### config.mk
export PLATFORM = sky130hd
export DESIGN_NAME = pse_front
export DESIGN_NICKNAME = d
export VERILOG_FILES = /design/src/design/pse_pkg.sv /design/src/design/pse_ram.sv /design/src/design/pse_fifo.sv /design/src/design/pse_front.sv
export SDC_FILE = /design/constraint.sdc
export NUM_CORES = 1
export LEC_CHECK = 0
export ABC_AREA = 1
export ABC_CLOCK_PERIOD_IN_PS = 17250
export BUFFER_PORTS_ARGS = -buffer_cell sky130_fd_sc_hd__buf_4
export CAP_MARGIN = 20
export CORE_MARGIN = 8
export CORE_UTILIZATION = 58
export CTS_CLUSTER_SIZE = 24
export DETAILED_ROUTE_END_ITERATION = 12
export PLACE_DENSITY = 0.82
export REMOVE_ABC_BUFFERS = 1
export SYNTH_ARGS = -nofsm -noshare
export SYNTH_HDL_FRONTEND = slang
export SYNTH_SLANG_ARGS = --single-unit
### constraint.sdc
create_clock -name clk -period 17.25 [get_ports clk]
set_input_delay 0.8625 -clock clk [delete_from_list [all_inputs] [get_ports clk]]
set_output_delay 0.8625 -clock clk [all_outputs]
set_load 0.01 [all_outputs]
### src/design/pse_pkg.sv
// ----------------------------------------------------------------------------
// pse_pkg
// Shared types and sizing constants for the split-field PML E-x update core.
// ----------------------------------------------------------------------------
package pse_pkg;

    // Depth of the input queue between the front and the back
    localparam int IN_Q_DEPTH  = 4;
    // Depth of the result queue; must cover every transaction in flight
    localparam int OUT_Q_DEPTH = 64;

    // One classified cell update as it waits in the input queue
    typedef struct packed {
        logic [15:0]        cell_id;
        logic               in_store;
        logic signed [31:0] hz_here;
        logic signed [31:0] hz_below_y;
        logic signed [31:0] hy_here;
        logic signed [31:0] hy_below_z;
        logic [30:0]        mesh_y;
        logic [30:0]        mesh_z;
        logic [30:0]        e_fac;
        logic [30:0]        loss;
        logic [30:0]        grade_y;
        logic [30:0]        grade_z;
    } pse_item_t;

    // One result as it waits in the output queue
    typedef struct packed {
        logic [15:0]        cell_id;
        logic signed [31:0] ex;
    } pse_result_t;

    // Status from the back part to the front part
    typedef struct packed {
        logic pop;
        logic clearing;
    } pse_back_status_t;

endpackage

### src/design/pse_ram.sv
// ----------------------------------------------------------------------------
// pse_ram
// Generic simple dual-port RAM: one write port, one read port, registered read.
// ----------------------------------------------------------------------------
module pse_ram #(
    parameter int WIDTH = 32,
    parameter int DEPTH = 16,
    localparam int AW = (DEPTH > 1) ? $clog2(DEPTH) : 1
) (
    input  logic             clk,
    input  logic             we,
    input  logic [AW-1:0]    waddr,
    input  logic [WIDTH-1:0] wdata,
    input  logic             re,
    input  logic [AW-1:0]    raddr,
    output logic [WIDTH-1:0] rdata
);

    logic [WIDTH-1:0] mem_reg [0:DEPTH-1];
    logic [WIDTH-1:0] rdata_reg;

    // Write port and registered read port
    always_ff @(posedge clk)
    begin
        if (we)
        begin
            mem_reg[waddr] <= wdata;
        end
        if (re)
        begin
            rdata_reg <= mem_reg[raddr];
        end
    end

    assign rdata = rdata_reg;

endmodule

### src/design/pse_fifo.sv
// ----------------------------------------------------------------------------
// pse_fifo
// Show-ahead FIFO on a registered-read RAM; the RAM read register is the head.
// ----------------------------------------------------------------------------
module pse_fifo #(
    parameter int W     = 32,
    parameter int DEPTH = 4
) (
    input  logic         clk,
    input  logic         rst_n,
    input  logic         push,
    input  logic [W-1:0] push_data,
    output logic         full,
    input  logic         pop,
    output logic [W-1:0] head_data,
    output logic         head_valid
);

    localparam int AW = (DEPTH > 1) ? $clog2(DEPTH) : 1;
    localparam int CW = $clog2(DEPTH + 1);
    localparam logic [AW-1:0] LAST = AW'(DEPTH - 1);

    logic [AW-1:0] wr_ptr_reg, wr_ptr_next;
    logic [AW-1:0] rd_ptr_reg, rd_ptr_next;
    logic [CW-1:0] cnt_reg, cnt_next;
    logic          hv_reg, hv_next;
    logic          re;

    pse_ram #(.WIDTH(W), .DEPTH(DEPTH)) u_ram (
        .clk   (clk),
        .we    (push),
        .waddr (wr_ptr_reg),
        .wdata (push_data),
        .re    (re),
        .raddr (rd_ptr_reg),
        .rdata (head_data)
    );

    // Refill the head register whenever it is empty or being taken
    assign re = (cnt_reg != '0) && (!hv_reg || pop);

    always_comb
    begin
        wr_ptr_next = push ? ((wr_ptr_reg == LAST) ? '0 : wr_ptr_reg + 1'b1) : wr_ptr_reg;
        rd_ptr_next = re ? ((rd_ptr_reg == LAST) ? '0 : rd_ptr_reg + 1'b1) : rd_ptr_reg;
        cnt_next    = cnt_reg + CW'(push) - CW'(re);
        hv_next     = re ? 1'b1 : (pop ? 1'b0 : hv_reg);
    end

    always_ff @(posedge clk or negedge rst_n)
    begin
        if (!rst_n)
        begin
            wr_ptr_reg <= '0;
            rd_ptr_reg <= '0;
            cnt_reg    <= '0;
            hv_reg     <= 1'b0;
        end
        else
        begin
            wr_ptr_reg <= wr_ptr_next;
            rd_ptr_reg <= rd_ptr_next;
            cnt_reg    <= cnt_next;
            hv_reg     <= hv_next;
        end
    end

    assign full       = (cnt_reg == CW'(DEPTH));
    assign head_valid = hv_reg;

endmodule

### src/design/pse_front.sv
// ----------------------------------------------------------------------------
// pse_front
// Accepts input transactions, flags cells beyond the store and queues them.
// ----------------------------------------------------------------------------
module pse_front #(
    parameter int PML_CELLS = 65536
) (
    input  logic                       clk,
    input  logic                       rst_n,
    input  logic                       in_valid,
    output logic                       in_stall,
    input  logic [15:0]                cell_index,
    input  logic signed [31:0]         hz_here,
    input  logic signed [31:0]         hz_below_y,
    input  logic signed [31:0]         hy_here,
    input  logic signed [31:0]         hy_below_z,
    input  logic [30:0]                mesh_factor_y,
    input  logic [30:0]                mesh_factor_z,
    input  logic [30:0]                material_e_factor,
    input  logic [30:0]                material_loss_factor,
    input  logic [30:0]                grade_y,
    input  logic [30:0]                grade_z,
    input  pse_pkg::pse_back_status_t  bst,
    output pse_pkg::pse_item_t         q_item,
    output logic                       q_valid
);

    import pse_pkg::*;

    localparam int IW = $bits(pse_item_t);
    localparam logic [24:0] CELLS = 25'(PML_CELLS);

    pse_item_t     item;
    logic          push;
    logic          full;
    logic [IW-1:0] head;

    // Classify: does the cell have a store entry
    always_comb
    begin
        item.cell_id    = cell_index;
        item.in_store   = ({9'b0, cell_index} < CELLS);
        item.hz_here    = hz_here;
        item.hz_below_y = hz_below_y;
        item.hy_here    = hy_here;
        item.hy_below_z = hy_below_z;
        item.mesh_y     = mesh_factor_y;
        item.mesh_z     = mesh_factor_z;
        item.e_fac      = material_e_factor;
        item.loss       = material_loss_factor;
        item.grade_y    = grade_y;
        item.grade_z    = grade_z;
    end

    // No transaction is taken while the stores are being cleared
    assign in_stall = full || bst.clearing;
    assign push     = in_valid && !in_stall;

    pse_fifo #(.W(IW), .DEPTH(IN_Q_DEPTH)) u_queue (
        .clk        (clk),
        .rst_n      (rst_n),
        .push       (push),
        .push_data  (item),
        .full       (full),
        .pop        (bst.pop),
        .head_data  (head),
        .head_valid (q_valid)
    );

    assign q_item = pse_item_t'(head);

endmodule

# Yosys cells after proc, flatten, opt, wreduce, memory -nomap -nowiden
# Memories as Yosys holds them, arrays and structs flattened. A register that Yosys moved wholly into a read port is not among the register bits.
# Cells that the tools add are included.
# W data, S select, Z words.
[word_totals]
ff_bits = 339
ramBits = 1320
in_bits = 335
out_inout_bits = 333
elab_cells = 27
memories = 1
[memory_table]
columns = ["name", "depth", "width", "rd", "rd_clocked_by_memory_dff", "write_ports", "line", "text"]
rows = [
  ["u_queue.u_ram.mem_reg", 4, 330, 1, 1, 1, "pse_ram.sv:19", "logic [WIDTH-1:0] mem_reg [0:DEPTH-1];"],
]
[classes]
n_addsub = 4
eq_ne = 3
muxes = 6
reduce_logical = 8
[op_table]
columns = ["op", "n"]
rows = [
  ["$add A2 B1 Y2 const B", 2],
  ["$eq A2 B2 Y1 const B", 2],
  ["$mux W1", 4],
  ["$mux W2", 2],
  ["$add A3 B1 Y3", 1],
  ["$eq A3 B3 Y1 const B", 1],
  ["$reduce_bool A3 Y1", 1],
  ["$sub A3 B1 Y3", 1],
  ["$logic_and A1 B1 Y1", 2],
  ["$logic_not A1 Y1", 2],
  ["$logic_or A1 B1 Y1", 2],
  ["$reduce_bool A2 Y1", 1],
]

# Depth between registers and ports, before layout
# Gate-level depths: netlist of the first run.
[depth]
ltp_word = 6
depth_mapped = 9
mapped_depth_nobuf = 9

# By module
# From an unflattened synthesis of the first run, not the netlist that was laid out.
[hier_totals]
hier_cells = 5573
hier_area_um2 = 65815.6
[by_module_without_submodules]
columns = ["mod", "n_inst", "cells_per_inst", "area_per_inst_um2", "seq_area_each_um2"]
rows = [
  ["pse_ram", 1, 5525, 65377.7, 49697.7],
  ["pse_fifo", 1, 42, 410.4, 200.2],
  ["pse_front", 1, 6, 27.5, 0.0],
]

# Least setup slack after synthesis of the first run
# OpenSTA, ideal clock, no wires.
[synth_path]
path_type = "in2reg"
startpoint = "input port bst[0] in the netlist's numbering"
endpoint = "memory u_queue.u_ram.mem_reg[0][0] in the netlist's numbering, enable pin"
setup_time_ns = 1.030
t_arrival_ns = 14.840
t_required_ns = 16.220
path_slack_ns = 1.379
stages = 3
n_path_buf = 0
cell_sequence = "inv_1 > nand3_1 > nor2_1"
[synth_via]
elab_chain_cells = 5
[synth_rtl]
columns = ["element", "line", "text"]
rows = [
  ["start: declaration", "pse_front.sv:23", "input pse_pkg::pse_back_status_t bst,"],
  ["$logic_or A1 B1 Y1", "pse_front.sv:56", "assign in_stall = full || bst.clearing;"],
  ["$logic_not A1 Y1", "pse_front.sv:57", "assign push = in_valid && !in_stall;"],
  ["$logic_and A1 B1 Y1", "pse_front.sv:57", ""],
  ["$mux W1", "pse_ram.sv:25", "if (we)"],
  ["$mux W1 (not written as such)", "pse_ram.sv:27", "mem_reg[waddr] <= wdata;"],
  ["end: declaration", "pse_ram.sv:19", ""],
]
# Every way passes these cells.

==> results of run 1 <==
-- power by group through the flow --
stage	registers (uW)	logic [uW]	clock network [uW]
final	5810	3290	3380
after global routing	5860	3590	3590
after CTS	5810	3310	3430
after detailed placement	5880	3270	0
after global placement	5860	3140	0
after floorplan	6610	2260	0
-- cell families after synthesis --
group,after synthesis,synth area share [%]
buffers and inverters,897,6.33
AO/OA/AOI/OAI,991,10.3
AND/OR/NAND/NOR,687,4.11
other,1,0.00596
flip-flops,1658,79.1
adder cells (fa/ha/maj),8,0.171
XOR/XNOR,1,0.0139
-- cell usage after synthesis --
library cell / count / share of area, %
o21ai_0: 310 / 2.5
o211ai_1: 191 / 2.3
inv_1: 675 / 4.0
dfrtp_1: 8 / 0.32
buf_1: 1 / 0.0060
nand3_1: 2 / 0.016
buf_4: 32 / 0.38
fa_1: 1 / 0.032
conb_1: 1 / 0.0060
nand2_1: 676 / 4.0
xor2_1: 1 / 0.014
o21ai_1: 21 / 0.17
o211ai_2: 139 / 2.8
or2_1: 1 / 0.0099
buf_6: 50 / 0.89
nand4_1: 2 / 0.020
ha_1: 7 / 0.14
clkbuf_1: 41 / 0.24
a21oi_1: 330 / 2.6
edfxtp_1: 1650 / 79
buf_2: 98 / 0.78
nor2_1: 6 / 0.036
-- through the flow --
step,util (%),total power (uW),setup WS [ns],hold WS [ns]
after floorplan,-,8870,-5.75,0.492
after global placement,63.4,9010,11.99,0.498
after detailed placement,63.4,9150,11.92,0.506
after CTS,68.2,12600,12.19,0.227
after global routing,68.3,13000,11.83,0.245
final,68.3,12500,12.12,0.306
-- area by class of cell --
type | instances | area, sq um | area share (%)
well taps | 1414 | 1770 | 2.39
inverters | 675 | 2540 | 3.44
flip-flops and latches | 1658 | 49800 | 67.3
repair buffers | 710 | 5440 | 7.36
diodes | 22 | 55.1 | 0.0745
clock buffers | 206 | 4290 | 5.81
multi-input cells | 1688 | 9220 | 12.5
clock inverters | 89 | 827 | 1.12
-- path summary, 6_finish.rpt --
| check | slack, ns | startpoint | end |
|---|---|---|---|
| max in group asynchronous | 16.63 | rst_n | u_queue.rd_ptr_reg[1]$_DFFE_PN0P_ |
| min in group asynchronous | 0.48 | rst_n | u_queue.wr_ptr_reg[1]$_DFFE_PN0P_ |
| max | 12.12 | u_queue.rd_ptr_reg[1]$_DFFE_PN0P_ | u_queue.u_ram.rdata[319]$_DFFE_PP_ |
| min reg2reg | 0.49 | u_queue.u_ram.mem_reg[0][152]$_DFFE_PP_ | u_queue.u_ram.rdata[152]$_DFFE_PP_ |
| min | 0.31 | mesh_factor_y[8] | u_queue.u_ram.mem_reg[1][163]$_DFFE_PP_ |
| max reg2reg | 12.12 | u_queue.rd_ptr_reg[1]$_DFFE_PN0P_ | u_queue.u_ram.rdata[319]$_DFFE_PP_ |
-- routing by layer --
| metal | share of wire [%] | track usage [%] |
|---|---|---|
| met3 | 8.2 | 5.61 |
| met5 | 0.060 | 0 |
| met2 | 51 | 37.9 |
| met4 | 3.9 | 9.73 |
| met1 | 37 | 26.6 |
-- repair_timing --
item                                   CTS  global route
hold buffers                             1             0
endpoints found under the hold margin    8             0
setup buffers                            0             0
==> flow_summary_export.csv, run 1 <==
group,metric,value,unit
layout,postLayoutCellArea,73900,sq um
detailed_routing,vias,35200,
clock_tree,clock-sinks,1658,
clock_tree,clk_latency,0.75,ns
layout,final_common_cell,"edfxtp_1",
worst_hold_path,min_path_cells,1,
floorplan,fp.dieH,345,um
setup_path,path_class,"register to register",
setup_path,reg2regPathDepth,7,
logic_synthesis,yosysUniqueCellTypes,22,
floorplan,pin_count,668,
detailed_routing,drt_iter0_drc,3446,
global_routing,grt_pass1_vias,35000,
sta,grt_setup_unrepaired,"no",
pwr,leakagePower,0.0284,uW
layout,layout_common_cells,"edfxtp_1, buf_4, nand2_1",
sta,final-setup-viol-count,0,
setup_path,crit_arrival,5.63,ns
logic_synthesis,ys_seq_area_share,79.1,%
setup_path,cp_top_family,"buffers and inverters",
global_routing,grt_pass1_wl,205000,um
job,cap_viol_max_count,0,
setup_path,path_common_cell,"buf_4",
clock_tree,cts-buffers-inserted,162,
pwr,sequentialPowerShare,46.6,%
setup_path,end_kind,"register",
global_routing,grt_max_degree,283,
clock_tree,clkTransAtPathRegs,0.07,ns
layout,fill_cells,6602,
sta,fin_worst_skew,0.0436,ns
layout,final_nets,5238,
sta,min_period,5.13,ns
clock_tree,tritoncts,"done",
pwr,p_int,8530,uW
sta,drv_slew,0,
pwr,peakVddDrop,0.000148,V
pwr,p_switching,3950,uW
detailed_routing,antenna_left,0,
global_routing,track_usage,22.1,%
pwr,p_clk_share,27.1,%
floorplan,die_area,119000,sq um
place,dpl_cell_area,68700,sq um
place,port_buffers,666,
setup_path,cp.depth,7,
setup_path,path_max_fanout,82,
detailed_routing,vias_per_cell,5.45,
detailed_routing,drc,0,
place,dpl.cell_count,6142,
setup_path,slowest_delay,1.05,ns
sta,fin_crit_sh,29.8,%
detailed_routing,drt-total-wl,137000,um
sta,finalHoldViolCount,0,
clock_tree,cts_max_level,4,
detailed_routing,drt-pass1-iter-count,6,
floorplan,num_rows,121,
worst_hold_path,min_path_type,"input port to register",
place,dp_hpwl,82500,um
logic_synthesis,syn_avg_cell_area,14.8,sq um
floorplan,initial_core_util,58.1,%
setup_path,cp.required,17.75,ns
logic_synthesis,syn-cell-area,62900,sq um
outcome,status,"complete, no violations",
global_routing,grt.overflow.total,0,
sta,worstMarginPinSlew,1.27,ns
clock_tree,ctsResizeCount,0,
sta,fmax,0.195,GHz
sta,slew_headroom,15.4,%
layout,largest_reg_flops,1320,
global_routing,antenna_found_initial,29,
layout,final_cells,6462,
layout,drive_above_1_share,21.4,%
layout,syn2layout_area_growth,17.4,%
setup_path,slowest_stage,"dfrtp_4",
detailed_routing,routedWlPerCell,21.2,um
clock_tree,root_buffer,"clkbuf_16",
pwr,sw_frac_of_total,31.6,%
floorplan,chipWidth,345,um
pwr,p_comb_share,26.4,%
logic_synthesis,ys.warnings.count,0,
setup_path,critical_path.cell_chain,"buf_4 -> buf_4 -> buf_4 -> buf_4 -> a21oi_1 -> o21ai_1 -> nand2_1",
pwr,powerDensity,169,nW/um^2
setup_path,crit_path_start_kind,"register",
logic_synthesis,synth-seq-cells,1658,
place,gp_congestion,0.793,
sta,setup_tns,0,ns
logic_synthesis,syn_inst,4243,
clock_tree,clock_path_buffers,3,
floorplan,core-area,108000,sq um
setup_path,cp_num_buf_inv,4,
No activity file was read; power rests on OpenSTA's default activity.
==> run 2, diff against run 1 <==
- ABC_CLOCK_PERIOD_IN_PS: 17250 -> 4650
- CORE_UTILIZATION: 58 -> 53
- PLACE_DENSITY: 0.82 -> 0.79
- clock period: 17.25 -> 4.65 ns (I/O delays scaled with it)
==> run 2 against run 1 <==
Effect of this change:
- cell count increased by 7.6%
- via count increased by 7.0%
- clock power increased to 3.7 times the previous value
- largest power group unchanged
- non-clock buffer count increased by 380
- highest routed layer unchanged
- flip-flop and latch count unchanged
- critical path depth decreased by 2
- die area increased by 9.0%
- fmax increased by 77%
- worst setup slack got worse by 10 ns
- cell area increased by 5.4%
==> flow_summary_export.csv, run 2 (synthesis gave the netlist of run 1 again) <==
group,metric,value,unit
clock_tree,root_buffer,"clkbuf_16",
layout,largest_reg_flops,1320,
sta,fmax,0.344,GHz
pwr,leakagePower,0.0300,uW
setup_path,critPathLaunch,"u_queue.cnt_reg[1]$_DFF_PN0_",
setup_path,path_class,"register to register",
sta,finalHoldViolCount,0,
job,cap_viol_max_count,0,
sta,worstMarginPinSlew,1.10,ns
setup_path,crit_end,"u_queue.u_ram.mem_reg[2][239]$_DFFE_PP_",
outcome,status,"complete, no violations",
clock_tree,clk_latency,0.75,ns
floorplan,num_rows,126,
layout,final_nets,5618,
sta,grt_setup_unrepaired,"no",
sta,setup_tns,0,ns
pwr,p_clk_share,26.5,%
floorplan,die_area,130000,sq um
pwr,p_switching,15100,uW
global_routing,grt.overflow.total,0,
pwr,p_comb_share,27.7,%
floorplan,initial_core_util,53.4,%
clock_tree,clock-sinks,1658,
sta,min_period,2.91,ns
setup_path,reg2regPathDepth,5,
place,port_buffers,666,
detailed_routing,drc,0,
layout,fill_cells,7280,
layout,drive_above_1_share,20.8,%
pwr,powerDensity,605,nW/um^2
place,dp_hpwl,84500,um
clock_tree,cts_max_level,4,
detailed_routing,antenna_left,0,
worst_hold_path,min_path_type,"input port to register",
setup_path,crit_arrival,3.25,ns
pwr,p_int,32000,uW
layout,layout_common_cells,"edfxtp_1, buf_4, nand2_1",
sta,final-setup-viol-count,0,
sta,fin_worst_skew,0.0286,ns
detailed_routing,vias,37600,
pwr,sequentialPowerShare,45.8,%
detailed_routing,drt-pass1-iter-count,6,
setup_path,path_max_fanout,101,
sta,drv_slew,0,
pwr,sw_frac_of_total,32.1,%
setup_path,crit_path_start_kind,"register",
setup_path,worstReg2RegStart,"u_queue.cnt_reg[1]$_DFF_PN0_",
floorplan,core-area,118000,sq um
floorplan,fp.dieH,361,um
clock_tree,clock_path_buffers,3,
sta,slew_headroom,26.4,%
floorplan,chipWidth,361,um
clock_tree,cts-buffers-inserted,162,
global_routing,grt_max_degree,151,
place,gp_congestion,0.789,
detailed_routing,vias_per_cell,5.41,
layout,utilization,66.0,%
clock_tree,postCtsSetupBuffers,0,
pwr,peakVddDrop,0.000502,V
detailed_routing,drt_iter0_drc,3904,
setup_path,end_kind,"register",
clock_tree,clkTransAtPathRegs,0.07,ns
layout,syn2layout_area_growth,23.8,%
global_routing,grt_pass1_vias,38500,
clock_tree,tritoncts,"done",
global_routing,grt_pass1_wl,223000,um
setup_path,r2r_setup_slack,1.74,ns
global_routing,track_usage,21.9,%
clock_tree,ctsResizeCount,0,
sta,fin_crit_sh,62.5,%
layout,final_common_cell,"edfxtp_1",
detailed_routing,routedWlPerCell,21.4,um
setup_path,cp.required,4.99,ns
detailed_routing,drt-total-wl,149000,um
setup_path,r2r-end,"u_queue.u_ram.mem_reg[2][239]$_DFFE_PP_",
floorplan,pin_count,668,
global_routing,antenna_found_initial,22,
## run 2: changes by cell type in the layout (fill, tap and decap cells not counted), moves of 4 or more
cell | before | now
clkinv_2 | 22 | 31
clkbuf_1 | 39 | 29
diode_2 | 22 | 26
clkbuf_16 | 164 | 168
dlygate4sd3_1 | 1 | 336
inv_6 | 7 | 3
buf_12 | 5 | 27
buf_4 | 702 | 727
## run 2: worst min-delay path by stage
stage                                         endpoint         startpoint  depth (start not counted)
3_3_place_gp            u_queue.head_valid$_DFFE_PN0P_              rst_n                          1
4_1_cts        u_queue.u_ram.mem_reg[2][153]$_DFFE_PP_  mesh_factor_z[29]                          2
5_1_grt        u_queue.u_ram.mem_reg[3][216]$_DFFE_PP_     hy_below_z[30]                          2
2_1_floorplan             u_queue.cnt_reg[0]$_DFF_PN0_              rst_n                          0
6_report       u_queue.u_ram.mem_reg[2][134]$_DFFE_PP_  mesh_factor_z[10]                          2
3_5_place_dp            u_queue.head_valid$_DFFE_PN0P_              rst_n                          1
## run 2: what timing repair did
item,in CTS,in global routing
endpoints found under the setup margin,0,0
endpoints found under the hold margin,1332,0
hold buffers,336,0
## run 2: stage by stage
step	instance area [sq um]	hold WS, ns	worst slack (ns)	total power [uW]	std cells
global placement	69400	0.0585	1.90	33800	6311
floorplan	61500	-0.0631	-18.35	25500	4021
detailed placement	69400	0.0583	1.84	34300	6311
CTS	77800	0.154	1.79	47000	6930
global route	77800	0.189	1.60	49200	6947
finish	77900	0.225	1.74	47100	6956
## run 2: metal layers
layer / share of wire (%) / up-vias / GRT usage [%] / routed length [um]
li1: - / 17100 / - / -
met1: 37 / 18300 / 26.4 / 54400
met2: 52 / 1846 / 38.4 / 76500
met3: 8.2 / 341 / 5.08 / 12200
met4: 3.6 / 4 / 8.37 / 5380
met5: 0.016 / - / 0 / 24
## run 2: area by class of cell
class / count / area, sq um / area share [%]
flip-flops and latches: 1658 / 49800 / 63.9
multi-input cells: 1688 / 9220 / 11.8
repair buffers: 1090 / 9360 / 12.0
diodes: 26 / 65.1 / 0.0836
clock buffers: 197 / 4310 / 5.54
well taps: 1536 / 1920 / 2.47
inverters: 675 / 2540 / 3.26
clock inverters: 86 / 689 / 0.885
## run 2: power by group through the flow
| stage | clock network, uW | registers [uW] | logic [uW] |
|---|---|---|---|
| 3_3_place_gp | 0 | 21700 | 12100 |
| 3_5_place_dp | 0 | 21700 | 12600 |
| 6_report | 12500 | 21600 | 13100 |
| 5_1_grt | 13200 | 21700 | 14200 |
| 4_1_cts | 12600 | 21500 | 12900 |
| 2_1_floorplan | 0 | 21900 | 3580 |
## run 2: critical path, cell delays in order, from the launching register on
cell and delay, ns:
dfrtp_1 0.40, nor2_1 0.09, nand2_1 0.15, nand3_1 0.44, nor2_4 0.71, buf_12 0.50
